===== src/hdl/osm_pkg.sv =====
// shared types and constants for the order statistic multiset
`default_nettype none
package osm_pkg;

  localparam int unsigned CAPACITY_DEF = 1024;
  localparam int unsigned VAL_W        = 32;
  localparam int unsigned RANK_W       = 11;
  localparam int unsigned IN_DATA_W    = 48;
  localparam int unsigned OUT_DATA_W   = 32;

  localparam logic [VAL_W-1:0] SENTINEL_MAX = 32'h7FFF_FFFF;

  typedef enum logic [1:0] {
    ST_OK       = 2'd0,
    ST_FULL     = 2'd1,
    ST_BAD_RANK = 2'd2
  } status_t;

  typedef enum logic {
    OP_INSERT = 1'b0,
    OP_QUERY  = 1'b1
  } op_t;

  // command broadcast to every cell of the chain
  typedef struct packed {
    logic             ins;
    logic             load;
    logic             shft;
    logic [VAL_W-1:0] value;
  } osm_cmd_t;

endpackage
`default_nettype wire


===== src/hdl/osm_cell.sv =====
// one cell of the sorted chain: stored value plus a readout shadow register
`default_nettype none
module osm_cell #(
  parameter int unsigned INDEX = 0,
  parameter int unsigned CNT_W = 11
) (
  input  wire                             clk,
  input  wire osm_pkg::osm_cmd_t          cmd,
  input  wire [CNT_W-1:0]                 count,
  input  wire                             shift_in,
  input  wire [osm_pkg::VAL_W-1:0]        left_val,
  input  wire [osm_pkg::VAL_W-1:0]        right_sh,
  output logic                            shift_out,
  output logic [osm_pkg::VAL_W-1:0]       val,
  output logic [osm_pkg::VAL_W-1:0]       sh
);
  import osm_pkg::*;

  logic [VAL_W-1:0] val_r, val_nxt;
  logic [VAL_W-1:0] sh_r, sh_nxt;
  logic             occupied;
  logic             at_end;
  logic             gt;

  assign occupied = CNT_W'(INDEX) < count;
  assign at_end   = CNT_W'(INDEX) == count;
  assign gt       = occupied && ($signed(cmd.value) < $signed(val_r));

  always_comb begin
    val_nxt = val_r;
    if (cmd.ins) begin
      if (shift_in) begin
        val_nxt = left_val;
      end else if (gt || at_end) begin
        val_nxt = cmd.value;
      end
    end
  end

  always_comb begin
    sh_nxt = sh_r;
    if (cmd.load) begin
      sh_nxt = val_r;
    end else if (cmd.shft) begin
      sh_nxt = right_sh;
    end
  end

  always_ff @(posedge clk) begin
    val_r <= val_nxt;
    sh_r  <= sh_nxt;
  end

  assign shift_out = gt;
  assign val       = val_r;
  assign sh        = sh_r;

endmodule
`default_nettype wire


===== config.mk =====
export PLATFORM = sky130hd
export DESIGN_NAME = osm_cell
export DESIGN_NICKNAME = d
export VERILOG_FILES = /design/src/hdl/osm_pkg.sv /design/src/hdl/osm_cell.sv
export SDC_FILE = /design/constraint.sdc
export NUM_CORES = 1
export LEC_CHECK = 0
export BUFFER_PORTS_ARGS = -buffer_cell sky130_fd_sc_hd__buf_2
export CAP_MARGIN = 15
export CORE_ASPECT_RATIO = 1.1
export CORE_UTILIZATION = 40
export CTS_BUF_LIST = sky130_fd_sc_hd__clkbuf_2
export CTS_CLUSTER_DIAMETER = 60
export DETAILED_ROUTE_END_ITERATION = 12
export PLACE_DENSITY = 0.71
export SLEW_MARGIN = 20
export SYNTH_ARGS = -nofsm -noshare
export SYNTH_HDL_FRONTEND = slang
export SYNTH_SLANG_ARGS = --single-unit
export TNS_END_PERCENT = 5

===== constraint.sdc =====
create_clock -name clk -period 4.33 [get_ports clk]
set_clock_uncertainty 0.1 [all_clocks]
set_input_delay 0.866 -clock clk [delete_from_list [all_inputs] [get_ports clk]]
set_output_delay 0.866 -clock clk [all_outputs]
set_load 0.01 [all_outputs]

# Word-level counts from Yosys, hierarchy flattened
# Cells that the tools add are included.
# op_classes
eq_ne	0
n_lt_le_gt_ge	2
multipliers	0
n_mux	4
n_shift	0
div_mod_pow	0
addsub	0
n_reduce_logical	6
bitwise	0
# op_table
op	n
$mux 32	4
$lt 32x32->1	1
$logic_not 11->1	1
$lt 1x11->1 const A	1
$reduce_bool 2->1	2
$reduce_and 2->1	1
$logic_and 1x1->1	1
$logic_or 1x1->1	1
# word_totals
ramBits	0
reg_bits	64
latch_bits	0
romBits	0
output_inout_bits	65
inputBits	112
memories	0

# Longest topological paths before layout
# depth
word_depth	5
mapped_depth	7
ltp_nobuf	7

# Least setup slack after synthesis
# OpenSTA, ideal clock, no wires.
# synth_path
path_kind	input port to flip-flop
from	in cmd[23] (netlist name)
to	reg val_r[0], in the netlist val[0] (enable)
arrival_ns	2.891
n_path_buf	0
t_required_ns	3.832
path_stages	6
setup_time_ns	0.398
slack_ns	0.940
cell_sequence	ha_1 nand2_1 o21ai_1 a2111oi_1 nand3_1 o211ai_2
# synth_between
elab_chain_cells	5
# synth_rtl
item	line	text
start: declaration	osm_cell.sv:8	input wire osm_pkg::osm_cmd_t cmd,
$lt 32x32->1	osm_cell.sv:27	assign gt = occupied && ($signed(cmd.value) < $signed(val_r));
$logic_and 1x1->1	osm_cell.sv:27	
$logic_or 1x1->1	osm_cell.sv:34	end else if (gt || at_end) begin
$reduce_bool 2->1 (no source line)	-	
$reduce_and 2->1 (no source line)	-	
end signal: assignment	osm_cell.sv:50	val_r <= val_nxt;
end: declaration	osm_cell.sv:19	logic [VAL_W-1:0] val_r, val_nxt;
# No other way between the ends.
# A chain may end at the register's enable or synchronous reset.

# Worst setup path after layout
# layout_path
from	in cmd[31] (netlist name)
to	out shift_out
# layout_between
elab_chain_cells	2
# layout_rtl
item	line	text
$lt 32x32->1	osm_cell.sv:27	
$logic_and 1x1->1	osm_cell.sv:27	
end: declaration	osm_cell.sv:13	output logic shift_out,
# No other way between the ends.

==> out/results.ini <==
[outcome]
status = completed

[worst_setup_path]
slowest_delay_ps = 420
worstPathArrival_ps = 2590
worstPathMaxFanout = 4
crit_top_cell = buf_2
endpoint_kind = output port
worstSetupPathType = in -> out
path_cells = buf_2, ha_1, nand4_2, nor4_4, nand2_1, o22ai_2, o21ai_1, buf_2
r2r_cells = 8
start_kind = input port
cpMaxStageDelayCell = nor4_4
r2r-end = val[9]$_DFFE_PP_
crit_required_ps = 3360
reg2reg_slack_ps = 1370
cp-endpoint = shift_out
r2r-start = val[21]$_DFFE_PP_
crit_start = cmd[31]

[drt]
post-route-drc-count = 0
vias = 2748
drtAntennaViolNets = 0
viasPerCell = 4.93
drtPass1Iterations = 4
initialDrtViolationCount = 47
wirelength_um = 8820
wire_per_inst_um = 15.8

[floorplan]
fp.dieArea_mm2 = 0.00932
die_h_um = 101
boundaryPins = 177
std_cell_rows = 35
initial_core_util_pct = 41.9
die-width_um = 92.1
core_mm2 = 0.00854

[sta]
grt_setup_unrepaired = no
fin_crit_ps = 3560
post-route-period-util_pct = 82.2
fmax_mhz = 281
relSlewSlack_pct = 43.5
maxSlewViolCount = 0
worst_pin_slew_ps = 848
hold_viol = 0
setup_viol = 0
setup_tns_ps = 0

[clock_network]
insertion_delay_ps = 490
cts_buffers = 9
ctsLongestPathBuffers = 2
cts_resized = 0
root_buffer = clkbuf_2
clk_pin_slew_ps = 180
clock_sinks = 64
htree_levels = 3
cts_hold_buf = 0
postCtsSetupBuffers = 0
cts_tree = built

[yosys]
synth_area_per_cell_um2 = 13.7
synthTopCellsByArea = edfxtp_1 54%, mux2_2 20%, ha_1 11%
ys_ff_latch = 64
synth_edf_count = 64
synth_commonest_cells = 64 x edfxtp_1, 64 x mux2_2, 32 x inv_1
ys_seq_area_share_pct = 53.8
synth-main-ff-cell = edfxtp_1
syn_area_mm2 = 0.00357
synth_cell_types = 34
ys.warnings.count = 0
synthCells = 260
synth_fp_nets = 403
netlist.area_leader.share_pct = 53.8
netlist.top_cell.by_area = edfxtp_1
async_reset_ff_share_pct = 0

[place]
place_congestion = 0.763
portBuffers = 176
dpl.hpwl_um = 6720

[final_layout]
area_growth_pct = 31.5
nFillCells = 766
seq_area_mm2 = 0.00192
diodes = 0
multiInputGateArea_mm2 = 0.00150
num-nets-final = 584
drive_gt1_share_pct = 58.7

[flow_run]
max-cap-violations = 0

[global_routing]
grt-ovfl-total = 0
grt_use_total_pct = 19.1
grt_max_degree = 34
grt_pass1_wl_um = 13300
antenna_found_initial = 0
grt_pass1_vias = 2739

[power]
power_uw = 1510
ir_drop_mv = 0.168
p_leak_uw = 0.00220
power.density_mw_per_mm2 = 321

[hold_path]
hold_path.class = reg -> reg

-- power by group --
| part | leakage [uW] | total, uW | switching [uW] | internal, uW |
|---|---|---|---|---|
| registers | 0.000633 | 793 | 29.5 | 764 |
| logic | 0.00150 | 360 | 184 | 175 |
| clock network | 0.0000628 | 354 | 227 | 127 |
| total | 0.00220 | 1510 | 441 | 1070 |
-- metrics by stage --
stage,util (%),cell area (um2),instances,setup WS [ps],hold WS (ps)
floorplan,-,3570,260,940,548
global placement,53.8,4590,541,733,490
detailed placement,53.8,4590,541,753,488
CTS,55.0,4700,557,718,498
global route,55.0,4700,557,580,486
finish,55.0,4700,557,770,529
-- sequential cells by signal, indices dropped and copies added, names as in the netlist --
signal	flops
val	32
sh	32
-- critical path, delay by kind of cell --
| family | cells | cell delay, ps |
|---|---|---|
| AO/OA/AOI/OAI | 2 | 390 |
| adder cells (fa/ha/maj) | 1 | 340 |
| buffers and inverters | 2 | 260 |
| AND/OR/NAND/NOR | 3 | 720 |
-- kinds of logic (layout without fill, tap and decap cells) --
family                     count (synthesis)  count (layout)  synth area share [%]
AOI/OAI and AO/OA                         26              26                  5.04
adders and majority gates                 31              31                  10.9
buffers and inverters                     40             226                  4.41
DFF                                       64              64                  53.8
muxes                                     64              64                  20.2
and+or+nand+nor                           35              35                  5.78
-- layout by cell type, fill, tap and decap left out, types with 4 or more instances in the layout --
| cell | n |
|---|---|
| nand3_1 | 4 |
| edfxtp_1 | 64 |
| clkbuf_2 | 9 |
| nand2b_1 | 4 |
| a21oi_1 | 10 |
| nand2_1 | 10 |
| ha_1 | 31 |
| buf_2 | 176 |
| inv_1 | 32 |
| mux2_2 | 64 |
-- per-layer routing --
layer / global-route usage [%] / wire, um / up-vias
met5: 0 / 0 / -
met1: 23.4 / 3700 / 1302
met4: 5.53 / 87 / 0
li1: - / - / 1334
met3: 5.86 / 527 / 6
met2: 32.7 / 4500 / 106
-- worst min path at each step --
stage / start / endpoint / slack, ps / cells past startpoint
final: val[25]$_DFFE_PP_ / sh[25]$_DFFE_PP_ / 530 / 1
after global routing: right_sh[7] / sh[7]$_DFFE_PP_ / 490 / 2
after CTS: left_val[2] / val[2]$_DFFE_PP_ / 500 / 2
after detailed placement: val[25]$_DFFE_PP_ / sh[25]$_DFFE_PP_ / 490 / 1
after global placement: val[24]$_DFFE_PP_ / sh[24]$_DFFE_PP_ / 490 / 1
after floorplan: val[22]$_DFFE_PP_ / sh[22]$_DFFE_PP_ / 550 / 1
-- layout make-up --
| type | instances | share of cell area, % |
|---|---|---|
| well taps | 111 | 2.95 |
| flip-flops and latches | 64 | 40.9 |
| clock buffers | 9 | 0.958 |
| clock inverters | 7 | 1.33 |
| inverters | 32 | 2.56 |
| repair buffers | 178 | 19.3 |
| multi-input cells | 156 | 32.0 |
(Power assumes the default switching activity.)
